[config.mk]
export PLATFORM = sky130hd
export DESIGN_NAME = rsvg_ctrl
export DESIGN_NICKNAME = d
export VERILOG_FILES = /design/src/rtl/rsvg_pkg.sv /design/src/rtl/rsvg_ctrl.sv
export SDC_FILE = /design/constraint.sdc
export NUM_CORES = 1
export LEC_CHECK = 0
export BUFFER_PORTS_ARGS = -buffer_cell sky130_fd_sc_hd__buf_2
export CAP_MARGIN = 5
export CELL_PAD_IN_SITES_DETAIL_PLACEMENT = 0
export CELL_PAD_IN_SITES_GLOBAL_PLACEMENT = 1
export CORE_MARGIN = 4
export CORE_UTILIZATION = 45
export CTS_CLUSTER_SIZE = 16
export DETAILED_ROUTE_END_ITERATION = 7
export PLACE_DENSITY = 0.94
export SKIP_LAST_GASP = 1
export SYNTH_ARGS = -nofsm -noshare
export SYNTH_HDL_FRONTEND = slang
export SYNTH_SLANG_ARGS = --single-unit
[constraint.sdc]
create_clock -name clk -period 4.9 [get_ports clk]
set_input_delay 0 -clock clk [delete_from_list [all_inputs] [get_ports clk]]
set_output_delay 0 -clock clk [all_outputs]
set_load 0.02 [all_outputs]
[src/rtl/rsvg_pkg.sv]
// ----------------------------------------------------------------------------
// rsvg_pkg
// Shared types, codes and helpers of the ribbon strip vertex generator.
// ----------------------------------------------------------------------------
package rsvg_pkg;

  localparam int MAX_POINTS_DEF = 1024;
  localparam int CNT_W          = 11;
  localparam int CFG_IDX_W      = 3;
  localparam int ITR_W          = 6;
  localparam int SQRT_STEPS     = 31;
  localparam int DIV_STEPS      = 63;

  typedef enum logic [CFG_IDX_W-1:0] {
    CFG_UV_START_U = 3'd0,
    CFG_UV_START_V = 3'd1,
    CFG_UV_END_U   = 3'd2,
    CFG_UV_END_V   = 3'd3,
    CFG_BASE_VERT  = 3'd4,
    CFG_BASE_SLOT  = 3'd5
  } cfg_reg_t;

  typedef enum logic [4:0] {
    OP_NONE, OP_LOAD, OP_CLEAR, OP_FIRST, OP_DIFF, OP_ZERO, OP_NORM, OP_SQA,
    OP_SQB, OP_SQRT, OP_DIVX, OP_DIVZ, OP_NZ, OP_DIVSTEP, OP_OFFX, OP_OFFZ,
    OP_UMUL, OP_UDIV, OP_USAVE, OP_EMIT, OP_UPD
  } dp_op_t;

  localparam logic [3:0] BEAT_IDX_LO  = 4'd2;
  localparam logic [3:0] BEAT_IDX_HI  = 4'd7;
  localparam logic [3:0] BEAT_TAIL_LO = 4'd8;
  localparam logic [3:0] BEAT_TAIL_HI = 4'd9;

  typedef struct packed {
    dp_op_t     op;
    logic       second;
    logic [3:0] beat;
    logic       last;
  } dp_cmd_t;

  typedef struct packed {
    logic short_cnt;
    logic first_pt;
    logic last_pt;
    logic zero_dir;
    logic norm_ok;
    logic itr_zero;
    logic out_free;
  } dp_stat_t;

  typedef struct packed {
    logic [31:0]      point_x;
    logic [31:0]      point_y;
    logic [31:0]      point_z;
    logic [30:0]      half_width;
    logic [31:0]      point_color;
    logic [CNT_W-1:0] point_count;
  } point_t;

  typedef struct packed {
    logic        kind;
    logic [31:0] slot;
    logic [31:0] vert_x;
    logic [31:0] vert_y;
    logic [31:0] vert_z;
    logic [31:0] tex_u;
    logic [31:0] tex_v;
    logic [31:0] vert_color;
    logic [31:0] vertex_ref;
    logic        last;
  } res_t;

  // corner of the segment quad used by each of the six indices
  function automatic logic [1:0] tri_ofs(input logic [2:0] j);
    logic [1:0] r;
    r = 2'd0;
    unique case (j)
      3'd0:    r = 2'd0;
      3'd1:    r = 2'd1;
      3'd2:    r = 2'd2;
      3'd3:    r = 2'd2;
      3'd4:    r = 2'd1;
      3'd5:    r = 2'd3;
      default: r = 2'd0;
    endcase
    return r;
  endfunction

endpackage

[src/rtl/rsvg_ctrl.sv]
// ----------------------------------------------------------------------------
// rsvg_ctrl
// Sequencer that walks the datapath through one control point.
// ----------------------------------------------------------------------------
module rsvg_ctrl import rsvg_pkg::*; (
  input  logic     clk,
  input  logic     rst_n,
  input  logic     in_valid,
  output logic     in_ready,
  input  dp_stat_t stat,
  output dp_cmd_t  cmd
);

  typedef enum logic [17:0] {
    S_IDLE  = 18'h00001,
    S_CHECK = 18'h00002,
    S_NORM  = 18'h00004,
    S_SQB   = 18'h00008,
    S_SQRT  = 18'h00010,
    S_DIVX  = 18'h00020,
    S_DIVXS = 18'h00040,
    S_DIVZ  = 18'h00080,
    S_DIVZS = 18'h00100,
    S_NZ    = 18'h00200,
    S_OFFX  = 18'h00400,
    S_OFFZ  = 18'h00800,
    S_UMUL  = 18'h01000,
    S_UDIV  = 18'h02000,
    S_UDIVS = 18'h04000,
    S_USAVE = 18'h08000,
    S_EMIT  = 18'h10000,
    S_UPD   = 18'h20000
  } state_t;

  state_t     state_r, state_nxt;
  logic [3:0] beat_r, beat_nxt;
  logic       second_r, second_nxt;

  always_comb begin
    state_nxt  = state_r;
    beat_nxt   = beat_r;
    second_nxt = second_r;
    cmd        = '{op: OP_NONE, second: second_r, beat: beat_r, last: 1'b0};
    in_ready   = 1'b0;
    unique case (state_r)
      S_IDLE: begin
        in_ready = 1'b1;
        if (in_valid) begin
          cmd.op    = OP_LOAD;
          state_nxt = S_CHECK;
        end
      end
      S_CHECK: begin
        priority if (stat.short_cnt) begin
          cmd.op    = OP_CLEAR;
          state_nxt = S_IDLE;
        end else if (stat.first_pt) begin
          cmd.op    = OP_FIRST;
          state_nxt = S_IDLE;
        end else begin
          cmd.op     = OP_DIFF;
          beat_nxt   = 4'd0;
          second_nxt = 1'b0;
          state_nxt  = S_NORM;
        end
      end
      S_NORM: begin
        priority if (stat.zero_dir) begin
          cmd.op    = OP_ZERO;
          state_nxt = S_OFFX;
        end else if (stat.norm_ok) begin
          cmd.op    = OP_SQA;
          state_nxt = S_SQB;
        end else begin
          cmd.op = OP_NORM;
        end
      end
      S_SQB: begin
        cmd.op    = OP_SQB;
        state_nxt = S_SQRT;
      end
      S_SQRT: begin
        cmd.op = OP_SQRT;
        if (stat.itr_zero) state_nxt = S_DIVX;
      end
      S_DIVX: begin
        cmd.op    = OP_DIVX;
        state_nxt = S_DIVXS;
      end
      S_DIVXS: begin
        cmd.op = OP_DIVSTEP;
        if (stat.itr_zero) state_nxt = S_DIVZ;
      end
      S_DIVZ: begin
        cmd.op    = OP_DIVZ;
        state_nxt = S_DIVZS;
      end
      S_DIVZS: begin
        cmd.op = OP_DIVSTEP;
        if (stat.itr_zero) state_nxt = S_NZ;
      end
      S_NZ: begin
        cmd.op    = OP_NZ;
        state_nxt = S_OFFX;
      end
      S_OFFX: begin
        cmd.op    = OP_OFFX;
        state_nxt = S_OFFZ;
      end
      S_OFFZ: begin
        cmd.op    = OP_OFFZ;
        state_nxt = S_UMUL;
      end
      S_UMUL: begin
        cmd.op    = OP_UMUL;
        state_nxt = S_UDIV;
      end
      S_UDIV: begin
        cmd.op    = OP_UDIV;
        state_nxt = S_UDIVS;
      end
      S_UDIVS: begin
        cmd.op = OP_DIVSTEP;
        if (stat.itr_zero) state_nxt = S_USAVE;
      end
      S_USAVE: begin
        cmd.op    = OP_USAVE;
        state_nxt = S_EMIT;
      end
      S_EMIT: begin
        cmd.last = ((beat_r == BEAT_IDX_HI) && !stat.last_pt) || (beat_r == BEAT_TAIL_HI);
        if (stat.out_free) begin
          cmd.op   = OP_EMIT;
          beat_nxt = beat_r + 4'd1;
          if (beat_r == BEAT_IDX_HI) begin
            if (stat.last_pt) begin
              // last point: offsets and u again for its own pair
              second_nxt = 1'b1;
              beat_nxt   = BEAT_TAIL_LO;
              state_nxt  = S_OFFX;
            end else begin
              state_nxt = S_UPD;
            end
          end else if (beat_r == BEAT_TAIL_HI) begin
            state_nxt = S_UPD;
          end
        end
      end
      S_UPD: begin
        cmd.op    = OP_UPD;
        state_nxt = S_IDLE;
      end
      default: state_nxt = S_IDLE;
    endcase
  end

  always_ff @(posedge clk) begin
    if (!rst_n) begin
      state_r  <= S_IDLE;
      beat_r   <= 4'd0;
      second_r <= 1'b0;
    end else begin
      state_r  <= state_nxt;
      beat_r   <= beat_nxt;
      second_r <= second_nxt;
    end
  end

endmodule

==> results.json, run 1 <==
{
  "routed-wl-met3_um": 168,
  "synth.ff_latch_count": 23,
  "finalSetupTns_ns": 0,
  "async_flop_share_pct": 0,
  "dpl.cell_count": 235,
  "synth_edf_count": 0,
  "rsz0062_at_grt": "false",
  "fin_skew_ns": 0.01182,
  "viasPerCell": 6.066,
  "ys_types": 53,
  "place_ws_ns": 2.472,
  "num_rows": 20,
  "yosysMostFrequentCell": "dfxtp_1",
  "cts_buffer_depth": 2,
  "vias": 1468,
  "pwr-share-seq_pct": 52.5,
  "cp.required_ns": 4.90,
  "grt_pass1_vias": 1373,
  "setup_slack_ns": 2.072,
  "htree_levels": 1,
  "ctsResizeCount": 0,
  "overflow": 0,
  "hold-worst-slack_ns": 0.03286,
  "cts_tree": "done",
  "p_int_w": 0.0002568,
  "first_pass_iters": 4,
  "syn-num-nets": 189,
  "drive_gt1_share_pct": 16.67,
  "ctsRootBufferMaster": "clkbuf_4",
  "fmax_mhz": 353.6,
  "startpoint_type": "register",
  "final_cells": 242,
  "dieArea_um2": 4236,
  "status": "complete, no violations",
  "yosysTopAreaCell": "dfxtp_1",
  "place_area_um2": 1585,
  "period_share_pct": 57.71,
  "ys.flop_type": "dfxtp_1",
  "ys_top_cells_by_count": "dfxtp_1 (23), nand2_1 (19), nor2_1 (18), o21ai_0 (10)",
  "place_congestion": 0.9138,
  "ir_drop_mv": 0.1561,
  "drv_slew": 0,
  "antenna_found_initial": 0,
  "finalSetupViolations": 0,
  "power_density_nw_per_um2": 229.6,
  "highest_layer": "met4",
  "hpwlAfterDp_um": 2895,
  "ys_warn_count": 0,
  "switching_share_pct": 31.87,
  "ys_top_cells_by_area": "dfxtp_1 (31%), nand2_1 (4.9%), nor2_1 (4.6%)",
  "crit_type": "reg -> out",
  "diodes": 0,
  "slew_headroom_pct": 66.29,
  "dieWidth_um": 65.09,
  "max_cap_violations": 0,
  "hold_class": "in -> reg",
  "crit_path_end_kind": "output port",
  "postRouteAntennaNets": 0,
  "power_frac_comb_pct": 22.4,
  "clock_latency_ns": 0.32,
  "stdcell_area_um2": 1642,
  "grt_use_total_pct": 18.49,
  "p_switching_w": 0.0001201,
  "syn_to_final_growth_pct": 11.95,
  "drc": 0,
  "grt_first_pass_wirelength_um": 6154,
  "routedWlPerCell_um": 15.54,
  "port_buffers": 21,
  "synth_area_um2": 1466,
  "power_leakage_nw": 0.6198,
  "cts_buffers": 3,
  "hold_viol_final": 0,
  "drt-met1-wl_um": 1718,
  "chipHeight_um": 65.09,
  "grt_start_max_net_pins": 14,
  "top_level_ports": 22,
  "wl_um": 3761,
  "avgSynthCellArea_um2": 8.285,
  "cts_sinks": 23,
  "coreArea_um2": 3078,
  "worst_slew_pin_slew_ns": 0.5015,
  "cp_data_arrival_time_ns": 2.83,
  "syn_inst": 177,
  "wl_met2_um": 1760,
  "yosys.area.top_type_share_pct": 31.40,
  "initial_core_util_pct": 47.64,
  "synth_seq_area_share_pct": 31.40,
  "crit_fanout": 9,
  "pwr-share-clk_pct": 25.1,
  "drtIter0Drc": 141,
  "clkTransAtPathRegs_ns": 0.14,
  "final_nets": 211,
  "min_period_ns": 2.828
}
## worst paths after layout
path	slack, ns	to	start	depth (start not counted)
setup reg to reg	2.50	state_r[13]$_SDFFE_PN0P_	state_r[10]$_SDFFE_PN0P_	6
hold reg to reg	0.54	beat_r[1]$_SDFFE_PN0P_	beat_r[1]$_SDFFE_PN0P_	2
setup / recovery	2.07	cmd[6]	state_r[4]$_SDFFE_PN0P_	7
hold / removal	0.03	beat_r[2]$_SDFFE_PN0P_	stat[0]	4
## logic make-up (layout without fill, tap and decap cells)
| group | Yosys count | in the layout | share of synthesized area (%) |
|---|---|---|---|
| flip-flops | 23 | 23 | 31.40 |
| buffers and inverters | 13 | 34 | 4.351 |
| XOR/XNOR | 7 | 7 | 4.181 |
| AO/OA/AOI/OAI | 38 | 38 | 18.52 |
| AND/OR/NAND/NOR | 94 | 94 | 39.85 |
| adder cells (fa/ha/maj) | 2 | 2 | 1.706 |
## registers in the layout (all words and copies together) (netlist names)
| name | flops |
|---|---|
| state_r | 18 |
| second_r | 1 |
| beat_r | 4 |
## critical path: stages, from the launching register on
cell,delay (ns)
dfxtp_1,0.44
nor4_4,0.52
and4_1,0.33
or3b_1,0.41
or3b_1,0.41
o311ai_1,0.09
or4_1,0.16
buf_2,0.16
## placed cells by master (no fill, tap or decap), drive strengths merged, types with 4 or more instances in the layout
master,netlist,layout
nor3,6,6
nand3,6,6
dfxtp,23,23
a21boi,8,8
nor2,18,18
clkbuf,2,4
nand2,19,19
nand4,5,5
xnor2,6,6
buf,5,21
or3,4,4
inv,6,6
o21ai,10,10
nand4b,4,4
a21oi,5,5
nor4,7,7
or4,4,4
## power groups by stage
stage / clock, W / combinational (W) / sequential (W)
floorplan: 0 / 0.0000636 / 0.000197
global placement: 0 / 0.0000817 / 0.000201
detailed placement: 0 / 0.0000817 / 0.000202
CTS: 0.0000952 / 0.0000839 / 0.000198
global route: 0.000103 / 0.0000917 / 0.000199
finish: 0.0000946 / 0.0000845 / 0.000198
## per-stage QoR
stage,util (%),power [W]
after floorplan,-,0.0002603
after global placement,51.50,0.0002831
after detailed placement,51.50,0.0002838
after CTS,53.33,0.0003769
after global routing,53.33,0.0003932
final,53.33,0.0003769
## layer usage
layer	global-route usage (%)	vias up
li1	-	705
met1	23.70	704
met2	30.65	48
met3	2.773	11
met4	8.031	0
met5	0	-
## final cells by class
class | instances | area, um2
Clock buffer | 4 | 26.28
Fill cell | 305 | 1436
Inverter | 6 | 22.52
Multi-Input combinational cell | 141 | 942.2
Sequential cell | 23 | 460.4
Tap cell | 44 | 55.05
Timing Repair Buffer | 24 | 135.1
## what timing repair did
| action | 4_1_cts | 5_1_grt |
|---|---|---|
| setup buffers | 0 | 0 |
| hold buffers | 3 | 0 |
| hold endpoints to repair | 4 | 0 |
| endpoints found under the setup margin | 0 | 0 |
(Power assumes the default switching activity.)
==> run 2: changes to the inputs <==
CORE_UTILIZATION = 38   (was 45)
PLACE_DENSITY = 0.85   (was 0.94)
clock period = 2.4 ns   (was 4.9 ns; I/O delays follow)
==> run 2 against run 1 <==
Sequential share of layout area shrank 2.1 points; global-route usage fell by 1.2 points; non-clock buffer count increased by 13; utilization is 4.6 points lower; register-to-register slack lost 2.4 ns; critical path depth unchanged; clock power grew to 2.7 times the previous value; via count up 2.1%; sequential power increased by 100%.
==> results.json, run 2 (synthesis results as in run 1) <==
{
  "startpoint": "state_r[14]$_SDFFE_PN0P_",
  "worst_r2r_endpoint": "state_r[10]$_SDFFE_PN0P_",
  "total_power_w": 0.0008695,
  "crit_fanout": 3,
  "drv_slew": 0,
  "cts_buffers": 3,
  "place_ws_ns": 0.1180,
  "chipHeight_um": 70.12,
  "cp_data_arrival_time_ns": 2.35,
  "layout_common_cells": "dfxtp_1 (20), nand2_1 (19), buf_2 (19)",
  "drtIter0Drc": 122,
  "drive_gt1_share_pct": 27.49,
  "final_cells": 259,
  "crit_type": "reg -> out",
  "crit_top_cell": "or3b_4",
  "htree_levels": 1,
  "wl_um": 4169,
  "num_rows": 22,
  "grt_start_max_net_pins": 14,
  "dieWidth_um": 70.12,
  "period_share_pct": 97.89,
  "routedWlPerCell_um": 16.10,
  "clkTransAtPathRegs_ns": 0.09,
  "grt_use_total_pct": 17.25,
  "clock_latency_ns": 0.28,
  "cts_sinks": 23,
  "slowest_stage": "or3b_4",
  "first_pass_iters": 4,
  "path_cells": "nor4_4 > and4_4 > or3b_4 > or3b_4 > o311ai_2 > or4_1 > buf_6",
  "hold-path-endpoint": "state_r[9]$_SDFFE_PN0P_",
  "port_buffers": 21,
  "worst_slew_pin_slew_ns": 0.4543,
  "top_level_ports": 22,
  "drc": 0,
  "cts_tree": "done",
  "regMostFlops": "state_r",
  "cts_buffer_depth": 2,
  "postRouteAntennaNets": 0,
  "place_area_um2": 1673,
  "grt_first_pass_wirelength_um": 6734,
  "largest_reg_flops": 18,
  "coreArea_um2": 3689,
  "rsz0062_at_grt": "true",
  "place_congestion": 0.8884,
  "cpLargestDelayFamily": "simple AND/OR/NAND/NOR gates",
  "crit_path_end_kind": "output port",
  "power_density_nw_per_um2": 483.9,
  "worstHoldPathCells": 3,
  "dpl.cell_count": 250,
  "hold_class": "in -> reg",
  "final_nets": 224,
  "ctsRootBufferMaster": "clkbuf_8",
  "overflow": 0,
  "min_from": "stat[1]",
  "cp.required_ns": 2.40,
  "reg2reg_setup_slack_ns": 0.10,
  "reg2regPathDepth": 7,
  "diodes": 0,
  "min_period_ns": 2.349,
  "finalSetupViolations": 0,
  "dieArea_um2": 4917,
  "max_cap_violations": 0,
  "syn_to_final_growth_pct": 22.53,
  "critical-path-max-stage-delay_ns": 0.40,
  "viasPerCell": 5.788,
  "grt_pass1_vias": 1395,
  "hold_viol_final": 0,
  "ir_drop_mv": 0.2365,
  "final_common_cell": "dfxtp_1",
  "hpwlAfterDp_um": 3151,
  "initial_core_util_pct": 39.76,
  "startpoint_type": "register",
  "fmax_mhz": 425.7,
  "timing.rr.start": "state_r[14]$_SDFFE_PN0P_",
  "antenna_found_initial": 0,
  "top_regs": "state_r x18, beat_r x4, second_r x1",
  "critical_path_buf_inv_count": 1,
  "status": "complete, no violations",
  "slew_headroom_pct": 69.65,
  "fin_skew_ns": 0.006402,
  "stdcell_area_um2": 1797,
  "vias": 1499,
  "setup_slack_ns": 0.05066,
  "power_leakage_nw": 0.7116
}
-- run 2: cell count changes in the layout (fill, tap and decap cells not counted), moves of 2 or more --
cell / before / now
buf_2: 21 / 19
buf_4: 0 / 16
clkbuf_4: 3 / 0
clkbuf_8: 0 / 3
dfxtp_1: 23 / 20
dfxtp_2: 0 / 2
dlygate4sd3_1: 3 / 1
or3b_1: 2 / 0
or3b_4: 0 / 2
-- run 2: worst min-delay path, stage by stage --
cell and delay [ns]:
buf_2 0.12, nand3_1 0.09, nor2_1 0.04
-- run 2: power breakdown --
group	internal [W]	switching (W)	total, W
Clock	0.000116	0.000134	0.000251
Combinational	0.000102	0.000121	0.000223
Sequential	0.000387	0.00000839	0.000396
Total	0.000605	0.000264	0.000869
-- run 2: worst max path at each step --
| stage | to | slack, ns | cells after the start |
|---|---|---|---|
| after floorplan | cmd[6] | 0.25 | 7 |
| after global placement | state_r[10]$_SDFFE_PN0P_ | 0.13 | 6 |
| after detailed placement | state_r[10]$_SDFFE_PN0P_ | 0.12 | 6 |
| after CTS | cmd[6] | 0.01 | 7 |
| after global routing | cmd[6] | -0.03 | 7 |
| final | cmd[6] | 0.05 | 7 |
-- run 2: layout make-up --
| class | count | area (um2) |
|---|---|---|
| Multi-Input combinational cell | 141 | 964.7 |
| Timing Repair Buffer | 37 | 236.5 |
| Clock buffer | 3 | 41.29 |
| Clock inverter | 1 | 5.005 |
| Inverter | 6 | 22.52 |
| Fill cell | 373 | 1892 |
| Sequential cell | 23 | 466.7 |
| Tap cell | 48 | 60.06 |
-- run 2: per-stage QoR --
| stage | util (%) | TNS [ns] | hold WS, ns |
|---|---|---|---|
| after floorplan | - | 0 | 0.07931 |
| after global placement | 45.35 | 0 | 0.2543 |
| after detailed placement | 45.35 | 0 | 0.2546 |
| after CTS | 47.90 | 0 | 0.01279 |
| after global routing | 48.71 | -0.06477 | 0.03165 |
| final | 48.71 | 0 | 0.01252 |
-- run 2: per-layer routing --
metal / share of wire [%] / vias up / GRT usage (%) / wire (um)
met5: 0 / - / 0 / 0
met4: 1.6 / 0 / 7.021 / 66
met3: 9.1 / 5 / 2.878 / 379
met2: 46 / 76 / 27.60 / 1910
met1: 43 / 683 / 22.91 / 1812
li1: - / 735 / - / -
-- run 2: what timing repair did --
| action | CTS | global route |
|---|---|---|
| buffers inserted | 3 | 1 |
| pin swaps | 3 | 4 |
| gates resized for setup | 7 | 7 |
| endpoints found under the setup margin | 3 | 13 |
| hold buffers | 1 | 0 |
| endpoints found under the hold margin | 1 | 0 |
==> run 3: changes to the inputs <==
CORE_ASPECT_RATIO = 0.6   (was not set)
CORE_UTILIZATION = 42   (was 38)
PLACE_DENSITY = 0.89   (was 0.85)
RECOVER_POWER = 100   (was not set)
clock period = 2.7 ns   (was 2.4 ns; I/O delays follow)
==> run 3 against run 2 <==
Largest cell class unchanged; critical endpoint is now cmd[7]; register-to-register slack better by 0.14 ns; design area shrank 6.9%; die area decreased by 7.8%; largest power group unchanged; sequential power is 9.3% lower; clock power shrank 9.6%; utilization rose by 1.9 points; first-iteration DRC count grew 26%.
==> results.json, run 3 (synthesis results as in run 1) <==
{
  "grt_first_pass_wirelength_um": 6810,
  "grt_use_total_pct": 19.50,
  "final_nets": 215,
  "port_buffers": 21,
  "overflow": 0,
  "crit_fanout": 6,
  "fin_skew_ns": 0.003688,
  "cts_sinks": 23,
  "cts_tree": "done",
  "syn_to_final_growth_pct": 14.08,
  "finalSetupViolations": 0,
  "crit_path_end_kind": "output port",
  "clkTransAtPathRegs_ns": 0.09,
  "top_level_ports": 22,
  "antenna_found_initial": 0,
  "place_congestion": 0.9175,
  "regArea_um2": 462.9,
  "cts_buffers": 3,
  "hold_viol_final": 0,
  "layout_common_cells": "dfxtp_1 (21), nand2_1 (19), nor2_1 (18)",
  "slew_headroom_pct": 44.74,
  "grt_start_max_net_pins": 15,
  "clock_latency_ns": 0.27,
  "wl_um": 4220,
  "nFillCells": 334,
  "cts_buffer_depth": 2,
  "coreArea_um2": 3303,
  "cp.required_ns": 2.70,
  "multiInputGateArea_um2": 940.9,
  "startpoint_type": "register",
  "ctsRootBufferMaster": "clkbuf_8",
  "top_regs": "state_r x18, beat_r x4, second_r x1",
  "power_density_nw_per_um2": 451.5,
  "status": "complete, no violations",
  "num_rows": 16,
  "min_period_ns": 2.570,
  "hold-worst-slack_ns": 0.01219,
  "htree_levels": 1,
  "ir_drop_mv": 0.2249,
  "rsz0062_at_grt": "false",
  "final_common_cell": "dfxtp_1",
  "hold_class": "in -> reg",
  "max_cap_violations": 0,
  "finalSetupTns_ns": 0,
  "routedWlPerCell_um": 17.09,
  "postRouteAntennaNets": 0,
  "drv_slew": 0,
  "initial_core_util_pct": 44.39,
  "viasPerCell": 6.008,
  "drtIter0Drc": 154,
  "chipHeight_um": 53.77,
  "diodes": 0,
  "largest_reg_flops": 18,
  "grt_pass1_vias": 1354,
  "drc": 0,
  "cp_data_arrival_time_ns": 2.57,
  "crit_type": "reg -> out",
  "power_leakage_nw": 0.6026,
  "hpwlAfterDp_um": 3315,
  "worst_slew_pin_slew_ns": 0.8215,
  "dieWidth_um": 84.28,
  "vias": 1484,
  "drive_gt1_share_pct": 15.35,
  "dieArea_um2": 4532,
  "fmax_mhz": 389.1,
  "regMostFlops": "state_r",
  "period_share_pct": 95.20,
  "first_pass_iters": 4
}
==> run 3: cell types whose count changed in the layout (fill, tap and decap cells not counted), sizes merged <==
cell | before | now
clkinv | 1 | 0
clkbuf | 3 | 16
buf | 36 | 14
clkinvlp | 0 | 1
==> run 3: final cells by class <==
class	instances	share of cell area, %
clock inverter	1	0.4488
sequential	23	27.67
timing repair buffer	28	8.452
tap	45	3.366
multi-input combinational	141	56.25
inverter	6	1.346
clock buffer	3	2.468
==> run 3: per-layer routing <==
layer | share of wire [%] | global-route usage (%) | vias up
met3 | 12 | 6.116 | 10
met2 | 38 | 26.83 | 75
met4 | 1.4 | 5.080 | 0
met5 | 0 | 0 | -
li1 | - | - | 717
met1 | 49 | 28.82 | 682
==> run 3: timing repair <==
item | 4_1_cts | 5_1_grt
endpoints found under the hold margin | 1 | 0
buffers inserted | 1 | 2
setup endpoints to repair | 1 | 2
pin swaps | 1 | 2
resized for setup | 0 | 4
hold buffers | 1 | 0
==> run 3: final timing paths <==
kind / start / endpoint / slack, ns / cells past startpoint
max reg2reg: state_r[13]$_SDFFE_PN0P_ / state_r[10]$_SDFFE_PN0P_ / 0.24 / 7
min: stat[2] / state_r[2]$_SDFFE_PN0P_ / 0.01 / 4
min reg2reg: beat_r[1]$_SDFFE_PN0P_ / beat_r[1]$_SDFFE_PN0P_ / 0.56 / 2
max: state_r[13]$_SDFFE_PN0P_ / cmd[7] / 0.13 / 8
==> run 3: stage by stage <==
stage | power, W | setup WS, ns | area [um2] | util (%) | cells
after floorplan | 0.0004723 | 0.5492 | 1466 | - | 177
after global placement | 0.0005187 | 0.3321 | 1609 | 48.71 | 239
after detailed placement | 0.0005203 | 0.2591 | 1609 | 48.71 | 239
after CTS | 0.0007434 | 0.003060 | 1675 | 50.72 | 245
after global routing | 0.0007874 | 0.02244 | 1673 | 50.64 | 247
final | 0.0007553 | 0.1297 | 1673 | 50.64 | 247
==> run 3: report_power, final <==
group | leakage (nW) | internal, W | switching (W) | total [W]
clock | 0.0217 | 0.000105 | 0.000122 | 0.000227
combinational | 0.394 | 0.0000698 | 0.0000999 | 0.000170
sequential | 0.187 | 0.000345 | 0.0000138 | 0.000359
total | 0.603 | 0.000520 | 0.000236 | 0.000755
==> run 3: critical path, stage by stage (launching register included) <==
cell,delay [ns]
dfxtp_1,0.39
nor4_4,0.32
clkbuf_1,0.25
nand4_1,0.18
or4_1,0.57
o21ai_0,0.16
a311oi_1,0.10
o211ai_1,0.13
clkbuf_2,0.20
